File: src/hdl/space_packet_byte_deframer_macros.svh
// assertion macros used by the deframer core
`ifndef SPACE_PACKET_BYTE_DEFRAMER_MACROS_SVH
`define SPACE_PACKET_BYTE_DEFRAMER_MACROS_SVH

// condition holds in every cycle out of reset
`define SPBD_ASSERT_ALWAYS(label, clk, rst_n, cond, msg) \
    label: assert property (@(posedge clk) disable iff (!rst_n) (cond)) else $error(msg);

// consequent holds in the same cycle as the antecedent
`define SPBD_ASSERT_IMPL(label, clk, rst_n, ante, cons, msg) \
    label: assert property (@(posedge clk) disable iff (!rst_n) (ante) |-> (cons)) \
        else $error(msg);

// consequent holds in the cycle after the antecedent
`define SPBD_ASSERT_NEXT(label, clk, rst_n, ante, cons, msg) \
    label: assert property (@(posedge clk) disable iff (!rst_n) (ante) |=> (cons)) \
        else $error(msg);

`endif

File: src/hdl/spbd_pkg.sv
// package with types and constants of the space packet byte deframer
`default_nettype none

package spbd_pkg;

    // primary header length in bytes
    localparam int unsigned HEADER_BYTES = 6;
    localparam int unsigned HDR_IDX_W    = 3;
    localparam int unsigned TIMEOUT_W    = 16;
    localparam int unsigned LENGTH_W     = 16;
    localparam int unsigned REMAIN_W     = LENGTH_W + 1;
    localparam int unsigned BYTE_W       = 8;

    localparam logic [TIMEOUT_W-1:0] TIMEOUT_RESET = TIMEOUT_W'(1000);
    localparam logic [HDR_IDX_W-1:0] HDR_LAST_IDX  = HDR_IDX_W'(HEADER_BYTES - 1);

    typedef enum logic
    {
        MODE_BYTE = 1'b0,
        MODE_TICK = 1'b1
    } spbd_mode_t;

    typedef enum logic
    {
        KIND_BYTE  = 1'b0,
        KIND_ABORT = 1'b1
    } spbd_kind_t;

    typedef struct packed
    {
        spbd_mode_t          mode;
        logic [BYTE_W-1:0]   data;
    } spbd_item_t;

    typedef struct packed
    {
        spbd_kind_t          kind;
        logic [BYTE_W-1:0]   byte_out;
        logic                last;
        logic                in_header;
    } spbd_result_t;

endpackage

`default_nettype wire

File: src/hdl/spbd_channels.sv
// channel interfaces of the deframer: input items, result items, config writes
`default_nettype none

interface spbd_in_if;
    logic       valid;
    logic       ready;
    logic       mode;
    logic [7:0] data;

    modport source (output valid, output mode, output data, input ready);
    modport sink   (input valid, input mode, input data, output ready);
endinterface

interface spbd_out_if;
    logic       valid;
    logic       ready;
    logic       kind;
    logic [7:0] byte_out;
    logic       last;
    logic       in_header;

    modport source (output valid, output kind, output byte_out, output last,
                    output in_header, input ready);
    modport sink   (input valid, input kind, input byte_out, input last,
                    input in_header, output ready);
endinterface

interface spbd_cfg_if;
    logic        valid;
    logic        ready;
    logic [15:0] data;

    modport source (output valid, output data, input ready);
    modport sink   (input valid, input data, output ready);
endinterface

`default_nettype wire

File: src/hdl/space_packet_byte_deframer.sv
// top level of the space packet byte deframer
//
//  channel  dir  handshake     payload
//  in       in   valid/ready   mode, data
//  out      out  valid/ready   kind, byte_out, last, in_header
//  cfg      in   valid/ready   data (timeout_ticks)
//
// one item per cycle sustained while the output is not stalled; a result passes the
// input register, then the output register after the parser update, before it is offered
// cfg is always ready and loads the timeout register
// reset clears the parser and watchdog and sets the timeout to 1000 ticks
// a stalled output holds its result; ticks that give no result pass through
// without waiting for the output side
`default_nettype none

module space_packet_byte_deframer
(
    input  wire        clk,
    input  wire        rst_n,
    spbd_in_if.sink    in,
    spbd_out_if.source out,
    spbd_cfg_if.sink   cfg
);

    spbd_pkg::spbd_item_t   up_item;
    spbd_pkg::spbd_item_t   item;
    spbd_pkg::spbd_result_t res;
    spbd_pkg::spbd_result_t dn_res;
    logic                   item_valid;
    logic                   advance;
    logic                   res_valid;
    logic                   res_ready;

    // config channel never stalls
    assign cfg.ready = 1'b1;

    // input payload
    assign up_item.mode = spbd_pkg::spbd_mode_t'(in.mode);
    assign up_item.data = in.data;

    spbd_in_stage u_in_stage
    (
        .clk        (clk),
        .rst_n      (rst_n),
        .up_valid   (in.valid),
        .up_ready   (in.ready),
        .up_item    (up_item),
        .item_valid (item_valid),
        .item       (item),
        .advance    (advance)
    );

    spbd_core u_core
    (
        .clk        (clk),
        .rst_n      (rst_n),
        .cfg_valid  (cfg.valid),
        .cfg_data   (cfg.data),
        .item_valid (item_valid),
        .item       (item),
        .advance    (advance),
        .res_ready  (res_ready),
        .res_valid  (res_valid),
        .res        (res)
    );

    spbd_out_stage u_out_stage
    (
        .clk       (clk),
        .rst_n     (rst_n),
        .res_valid (res_valid),
        .res_ready (res_ready),
        .res       (res),
        .dn_valid  (out.valid),
        .dn_ready  (out.ready),
        .dn_res    (dn_res)
    );

    // output payload
    assign out.kind      = dn_res.kind;
    assign out.byte_out  = dn_res.byte_out;
    assign out.last      = dn_res.last;
    assign out.in_header = dn_res.in_header;

endmodule

`default_nettype wire

File: src/hdl/spbd_in_stage.sv
// input register holding one accepted item for the parser
`default_nettype none

module spbd_in_stage
(
    input  wire                 clk,
    input  wire                 rst_n,
    input  wire                 up_valid,
    output logic                up_ready,
    input  spbd_pkg::spbd_item_t up_item,
    output logic                item_valid,
    output spbd_pkg::spbd_item_t item,
    input  wire                 advance
);

    logic                 valid_reg;
    logic                 valid_next;
    spbd_pkg::spbd_item_t item_reg;

    // free slot when empty or when the held item moves on this cycle
    assign up_ready   = !valid_reg || advance;
    assign valid_next = up_ready ? up_valid : valid_reg;

    // valid flag
    always_ff @(posedge clk or negedge rst_n)
    begin
        if (!rst_n)
        begin
            valid_reg <= 1'b0;
        end
        else
        begin
            valid_reg <= valid_next;
        end
    end

    // payload
    always_ff @(posedge clk)
    begin
        if (up_ready && up_valid)
        begin
            item_reg <= up_item;
        end
    end

    assign item_valid = valid_reg;
    assign item       = item_reg;

endmodule

`default_nettype wire

File: src/hdl/spbd_core.sv
// header and payload counters, length capture and watchdog
`default_nettype none

`include "space_packet_byte_deframer_macros.svh"

module spbd_core
(
    input  wire                                   clk,
    input  wire                                   rst_n,
    input  wire                                   cfg_valid,
    input  wire [spbd_pkg::TIMEOUT_W-1:0]         cfg_data,
    input  wire                                   item_valid,
    input  spbd_pkg::spbd_item_t                  item,
    output logic                                  advance,
    input  wire                                   res_ready,
    output logic                                  res_valid,
    output spbd_pkg::spbd_result_t                res
);

    logic [spbd_pkg::TIMEOUT_W-1:0] timeout_reg;
    logic [spbd_pkg::HDR_IDX_W-1:0] header_index_reg, header_index_next;
    logic [spbd_pkg::LENGTH_W-1:0]  length_shift_reg, length_shift_next;
    logic [spbd_pkg::REMAIN_W-1:0]  bytes_remaining_reg, bytes_remaining_next;
    logic [spbd_pkg::TIMEOUT_W-1:0] watchdog_count_reg, watchdog_count_next;
    logic                           watchdog_running_reg, watchdog_running_next;
    logic                           produce;
    logic                           expire;

    // timeout register
    always_ff @(posedge clk or negedge rst_n)
    begin
        if (!rst_n)
        begin
            timeout_reg <= spbd_pkg::TIMEOUT_RESET;
        end
        else if (cfg_valid)
        begin
            timeout_reg <= cfg_data;
        end
    end

    assign expire = watchdog_running_reg && (watchdog_count_reg <= spbd_pkg::TIMEOUT_W'(1));

    // next state and result for the held item
    always_comb
    begin
        header_index_next     = header_index_reg;
        length_shift_next     = length_shift_reg;
        bytes_remaining_next  = bytes_remaining_reg;
        watchdog_count_next   = watchdog_count_reg;
        watchdog_running_next = watchdog_running_reg;
        produce               = 1'b0;
        res.kind              = spbd_pkg::KIND_BYTE;
        res.byte_out          = '0;
        res.last              = 1'b0;
        res.in_header         = 1'b0;

        if (item.mode == spbd_pkg::MODE_TICK)
        begin
            if (expire)
            begin
                // abort of a partial packet
                produce               = 1'b1;
                res.kind              = spbd_pkg::KIND_ABORT;
                watchdog_count_next   = '0;
                watchdog_running_next = 1'b0;
                header_index_next     = '0;
                bytes_remaining_next  = '0;
            end
            else if (watchdog_running_reg)
            begin
                watchdog_count_next = watchdog_count_reg - spbd_pkg::TIMEOUT_W'(1);
            end
        end
        else
        begin
            produce           = 1'b1;
            res.byte_out      = item.data;
            length_shift_next = {length_shift_reg[spbd_pkg::BYTE_W-1:0], item.data};

            if (bytes_remaining_reg != '0)
            begin
                // payload byte
                bytes_remaining_next = bytes_remaining_reg - spbd_pkg::REMAIN_W'(1);
                res.last             = (bytes_remaining_reg == spbd_pkg::REMAIN_W'(1));
            end
            else
            begin
                // header byte, the sixth one loads the payload count
                res.in_header = 1'b1;
                if (header_index_reg == spbd_pkg::HDR_LAST_IDX)
                begin
                    header_index_next    = '0;
                    bytes_remaining_next = {1'b0, length_shift_next}
                                           + spbd_pkg::REMAIN_W'(1);
                end
                else
                begin
                    header_index_next = header_index_reg + spbd_pkg::HDR_IDX_W'(1);
                end
            end

            // reload while a packet is partial, otherwise stop
            if ((bytes_remaining_next != '0) || (header_index_next != '0))
            begin
                watchdog_count_next   = timeout_reg;
                watchdog_running_next = 1'b1;
            end
            else
            begin
                watchdog_count_next   = '0;
                watchdog_running_next = 1'b0;
            end
        end
    end

    // items with no result never wait for the output side
    assign advance   = item_valid && (!produce || res_ready);
    assign res_valid = item_valid && produce && res_ready;

    // parser state
    always_ff @(posedge clk or negedge rst_n)
    begin
        if (!rst_n)
        begin
            header_index_reg     <= '0;
            length_shift_reg     <= '0;
            bytes_remaining_reg  <= '0;
            watchdog_count_reg   <= '0;
            watchdog_running_reg <= 1'b0;
        end
        else if (advance)
        begin
            header_index_reg     <= header_index_next;
            length_shift_reg     <= length_shift_next;
            bytes_remaining_reg  <= bytes_remaining_next;
            watchdog_count_reg   <= watchdog_count_next;
            watchdog_running_reg <= watchdog_running_next;
        end
    end

    // checks on parser state
    `SPBD_ASSERT_ALWAYS(a_hdr_range, clk, rst_n, header_index_reg <= spbd_pkg::HDR_LAST_IDX, "header index past last header byte")
    `SPBD_ASSERT_IMPL(a_hdr_or_body, clk, rst_n, header_index_reg != '0, bytes_remaining_reg == '0, "header and payload counting at once")
    `SPBD_ASSERT_ALWAYS(a_wd_partial, clk, rst_n, watchdog_running_reg == ((header_index_reg != '0) || (bytes_remaining_reg != '0)), "watchdog state disagrees with partial packet")
    `SPBD_ASSERT_NEXT(a_wd_expire, clk, rst_n, advance && (item.mode == spbd_pkg::MODE_TICK) && expire, !watchdog_running_reg && (watchdog_count_reg == '0), "watchdog still armed after abort")

endmodule

`default_nettype wire

File: src/hdl/spbd_out_stage.sv
// output register holding one result item until taken
`default_nettype none

module spbd_out_stage
(
    input  wire                   clk,
    input  wire                   rst_n,
    input  wire                   res_valid,
    output logic                  res_ready,
    input  spbd_pkg::spbd_result_t res,
    output logic                  dn_valid,
    input  wire                   dn_ready,
    output spbd_pkg::spbd_result_t dn_res
);

    logic                   valid_reg;
    logic                   valid_next;
    spbd_pkg::spbd_result_t res_reg;

    // room when empty or when the held result is taken this cycle
    assign res_ready  = !valid_reg || dn_ready;
    assign valid_next = res_ready ? res_valid : valid_reg;

    // valid flag
    always_ff @(posedge clk or negedge rst_n)
    begin
        if (!rst_n)
        begin
            valid_reg <= 1'b0;
        end
        else
        begin
            valid_reg <= valid_next;
        end
    end

    // payload
    always_ff @(posedge clk)
    begin
        if (res_valid)
        begin
            res_reg <= res;
        end
    end

    assign dn_valid = valid_reg;
    assign dn_res   = res_reg;

endmodule

`default_nettype wire

File: src/flat_wrapper.sv
// flat-port wrapper written by rule: the top's interface ports become plain ports
module space_packet_byte_deframer_flat 
  (clk, rst_n, in_valid, in_mode, in_data, in_ready, out_valid, out_kind, out_byte_out, out_last, out_in_header, out_ready, cfg_valid, cfg_data, cfg_ready);
  spbd_in_if in_i ();
  spbd_out_if out_i ();
  spbd_cfg_if cfg_i ();
  input  wire clk;
  input  wire rst_n;
  input wire logic [$bits(in_i.valid)-1:0] in_valid;
  input wire logic [$bits(in_i.mode)-1:0] in_mode;
  input wire logic [$bits(in_i.data)-1:0] in_data;
  output wire logic [$bits(in_i.ready)-1:0] in_ready;
  output wire logic [$bits(out_i.valid)-1:0] out_valid;
  output wire logic [$bits(out_i.kind)-1:0] out_kind;
  output wire logic [$bits(out_i.byte_out)-1:0] out_byte_out;
  output wire logic [$bits(out_i.last)-1:0] out_last;
  output wire logic [$bits(out_i.in_header)-1:0] out_in_header;
  input wire logic [$bits(out_i.ready)-1:0] out_ready;
  input wire logic [$bits(cfg_i.valid)-1:0] cfg_valid;
  input wire logic [$bits(cfg_i.data)-1:0] cfg_data;
  output wire logic [$bits(cfg_i.ready)-1:0] cfg_ready;
  assign in_i.valid = in_valid;
  assign in_i.mode = in_mode;
  assign in_i.data = in_data;
  assign in_ready = in_i.ready;
  assign out_valid = out_i.valid;
  assign out_kind = out_i.kind;
  assign out_byte_out = out_i.byte_out;
  assign out_last = out_i.last;
  assign out_in_header = out_i.in_header;
  assign out_i.ready = out_ready;
  assign cfg_i.valid = cfg_valid;
  assign cfg_i.data = cfg_data;
  assign cfg_ready = cfg_i.ready;
  space_packet_byte_deframer u_core (.clk(clk), .rst_n(rst_n), .in(in_i), .out(out_i), .cfg(cfg_i));
endmodule
File: config.mk
export PLATFORM = sky130hd
export DESIGN_NAME = space_packet_byte_deframer_flat
export DESIGN_NICKNAME = d
export VERILOG_FILES = /design/src/hdl/spbd_pkg.sv /design/src/hdl/spbd_channels.sv /design/src/hdl/space_packet_byte_deframer.sv /design/src/hdl/spbd_in_stage.sv /design/src/hdl/spbd_core.sv /design/src/hdl/spbd_out_stage.sv /design/src/flat_wrapper.sv
export VERILOG_INCLUDE_DIRS = /design/src /design/src/hdl
export SDC_FILE = /design/constraint.sdc
export NUM_CORES = 1
export LEC_CHECK = 0
export BUFFER_PORTS_ARGS = -buffer_cell sky130_fd_sc_hd__buf_2
export CAP_MARGIN = 20
export CORE_ASPECT_RATIO = 0.9
export CORE_MARGIN = 4
export CORE_UTILIZATION = 50
export CTS_BUF_LIST = sky130_fd_sc_hd__clkbuf_2 sky130_fd_sc_hd__clkbuf_4 sky130_fd_sc_hd__clkbuf_8
export DETAILED_ROUTE_END_ITERATION = 12
export PLACE_DENSITY = 0.69
export SYNTH_ARGS = -nofsm -noshare
export SYNTH_HDL_FRONTEND = slang
export SYNTH_SLANG_ARGS = --single-unit
File: constraint.sdc
create_clock -name clk -period 5.5 [get_ports clk]
set_input_delay 0.55 -clock clk [delete_from_list [all_inputs] [get_ports clk]]
set_output_delay 0.55 -clock clk [all_outputs]
set_load 0.005 [all_outputs]
==> metrics.txt <==
nets@finish 570; Global Route Usage Sum 21.45%; count of different cell masters after synthesis 67; fmax 0.2746 GHz; initial antenna violation count 0; # rows 33; Final Util 56.50%; RR Endpoint u_core.u_core.watchdog_count_reg[8]$_DFFE_PN0P_; Max Cap Viol 0; Arr. time, crit path 3.94 ns; die height 100.7 um; HPWL Detailed 8203 um; vias post-DR 3984; H-tree depth 3; Post-synth top flop dfrtp_1; Worst Max-Slew Pin Slew 0.9443 ns; Yosys reg bits 83; Cells after Synth 507; XOR/XNOR Fraction of Synth Area 4.217%; combinational family with the most area after synthesis simple AND/OR/NAND/NOR gates; Mapped Nets 543; DR DRC count 0; Fin. Hold Viols 0; Req. time, crit path 5.80 ns; cts hold-fix bufs 0; Placed Area 0.005009 mm^2; status finished clean; TNS Setup 0 ns; Tcrit/Tclk final 66.21%; synthesis-to-finish area growth 8.905%; gr ovfl total 0; TritonCTS clock tree done; CP Max Fanout 19; R2R depth 10; crit end category flop; Die Width 111.0 um; clk_lat worst skew 0.36 ns; layout cell share with drive strength beyond 1 18.55%; routed len/inst 17.45 um; Post-DRT Antenna Nets 0; vias in the first global route 3844; Num Clock Sinks 83; CTS-repair resized insts 0; Reg2Reg Setup Slack 1.86 ns; Via-to-Cell Ratio 6.027; DR iter-0 viols 319; I/O pins 44; post-synthesis simple-gate area fraction 23.49%; DR pass1 iterations 6; Mapped Area 0.004777 mm^2; register area share after synthesis 45.73%; max reg flops 17; clk buf depth 2; EDFF count, synth 20; Post-CTS Setup Inserts 0; Min Clock Period, post-route 3.641 ns; slew margin rel. 36.46%; largest net degree at the start of global routing 64; design area 0.005202 mm^2; Synth Area in Compound Gates 16.74%; RSZ-0062 raised after global routing false; final wirelength 11540 um; worst min path class in2async; ant diodes 0; Final Setup Violations 0; Leak Pwr 2.169 nW; Worst setup SP type flop; Final Max Slew Viols 0; core area 0.009208 mm^2; syn_area_per_cell 9.422 um^2; port bufs 42; first-pass GRT wire length 19520 um; launch point of the worst reg-to-reg path u_core.u_core.bytes_remaining_reg[0]$_DFFE_PN0P_; Power Dens Cells 473.4 mW/mm^2; post-synthesis mux area share 4.086%; commonest non-fill, non-tap cell in the layout dfrtp_1; Die ar. 0.01118 mm^2; Peak VDD IR 0.2213 mV; Post-Synth Adder-Cell Area 1.572%; crit path kind reg2reg; Final Wtd Congestion 0.9179; clk slew on worst S/H paths 0.09 ns; commonest non-fill, non-tap cells in the layout 57 x dfrtp_1, 54 x nand2_1, 46 x nor2_1, 42 x buf_2, 35 x o21ai_0; TritonCTS Buffers 9; clock root cell clkbuf_8; effective utilization at floorplan 51.88%; Clock Skews 0.01147 ns; Syn. warnings 0; asr flop ratio synth 75.90%
where the power goes:
group | internal [mW] | switching [mW] | leakage [nW] | total [mW]
clock | 0.215 | 0.224 | 0.100 | 0.439
sequential | 0.773 | 0.213 | 0.970 | 0.986
combinational | 0.447 | 0.591 | 1.10 | 1.04
cells in the mapped netlist, types with 8 or more instances:
library cell  number  area (um^2)
a21o_1            13        97.59
a21oi_1           24        120.1
buf_2              9        45.04
clkbuf_1          13        48.80
dfrtp_1           57         1426
edfxtp_1          20        600.6
inv_1             10        37.54
mux2_2            16        180.2
nand2_1           54        202.7
nand3_1           20        100.1
nor2_1            46        172.7
nor2b_1            9        56.30
nor3_1            22        110.1
o21ai_0           35        175.2
o21ai_1            8        40.04
o31ai_1           10        75.07
xnor2_1           14        122.6
xor2_1             9        78.83
kinds of logic after synthesis:
group	Yosys count
compound gates	124
xor+xnor	23
fa+ha+maj	6
buf+inv	40
flops	83
mux	17
other cells	1
simple gates	213
per-stage QoR:
stage	total power, mW	hold WS, ns	std cells	setup slack, ns
after floorplan	1.762	0.2544	507	2.472
after global placement	2.004	0.4568	645	2.073
after detailed placement	2.016	0.4664	645	1.937
after CTS	2.462	0.3493	661	1.905
after global routing	2.640	0.3462	661	1.481
final	2.463	0.3443	661	1.859
layer usage:
layer / vias up / track usage, % / wire length [um]
li1: 1893 / - / -
met1: 1956 / 28.12 / 4944
met2: 118 / 37.64 / 5858
met3: 17 / 3.541 / 609
met4: 0 / 5.239 / 124
met5: - / 0 / 0
worst max-delay path by stage:
stage	start	to	slack, ns	depth (start not counted)
global placement	u_core.u_core.bytes_remaining_reg[0]$_DFFE_PN0P_	u_core.u_core.watchdog_count_reg[0]$_DFFE_PN0P_	2.07	10
floorplan	u_core.u_core.bytes_remaining_reg[0]$_DFFE_PN0P_	u_core.u_core.watchdog_count_reg[10]$_DFFE_PN0P_	2.47	12
global route	u_core.u_core.bytes_remaining_reg[0]$_DFFE_PN0P_	u_core.u_core.watchdog_count_reg[3]$_DFFE_PN0P_	1.48	10
CTS	u_core.u_core.bytes_remaining_reg[0]$_DFFE_PN0P_	u_core.u_core.watchdog_count_reg[3]$_DFFE_PN0P_	1.90	10
detailed placement	u_core.u_core.bytes_remaining_reg[0]$_DFFE_PN0P_	u_core.u_core.watchdog_count_reg[4]$_DFFE_PN0P_	1.94	10
finish	u_core.u_core.bytes_remaining_reg[0]$_DFFE_PN0P_	u_core.u_core.watchdog_count_reg[8]$_DFFE_PN0P_	1.86	10
worst max-delay path: stages (launching register included):
cell	delay, ns
dfrtp_1	0.49
inv_1	0.14
ha_1	0.20
nor4b_1	0.37
nand4b_2	0.48
nor2_1	0.74
o31ai_1	0.21
nand4_1	0.21
nor4_4	0.07
a21oi_4	0.42
a221o_1	0.23
final cells by class:
class                           count  area [um^2]
Clock inverter                      6        62.56
Tap cell                          122        152.6
Clock buffer                       10        131.4
Inverter                           11        41.29
Timing Repair Buffer               45        232.7
Sequential cell                    83         2185
Fill cell                         850         4005
Multi-Input combinational cell    384         2397
(Power assumes the default switching activity.)
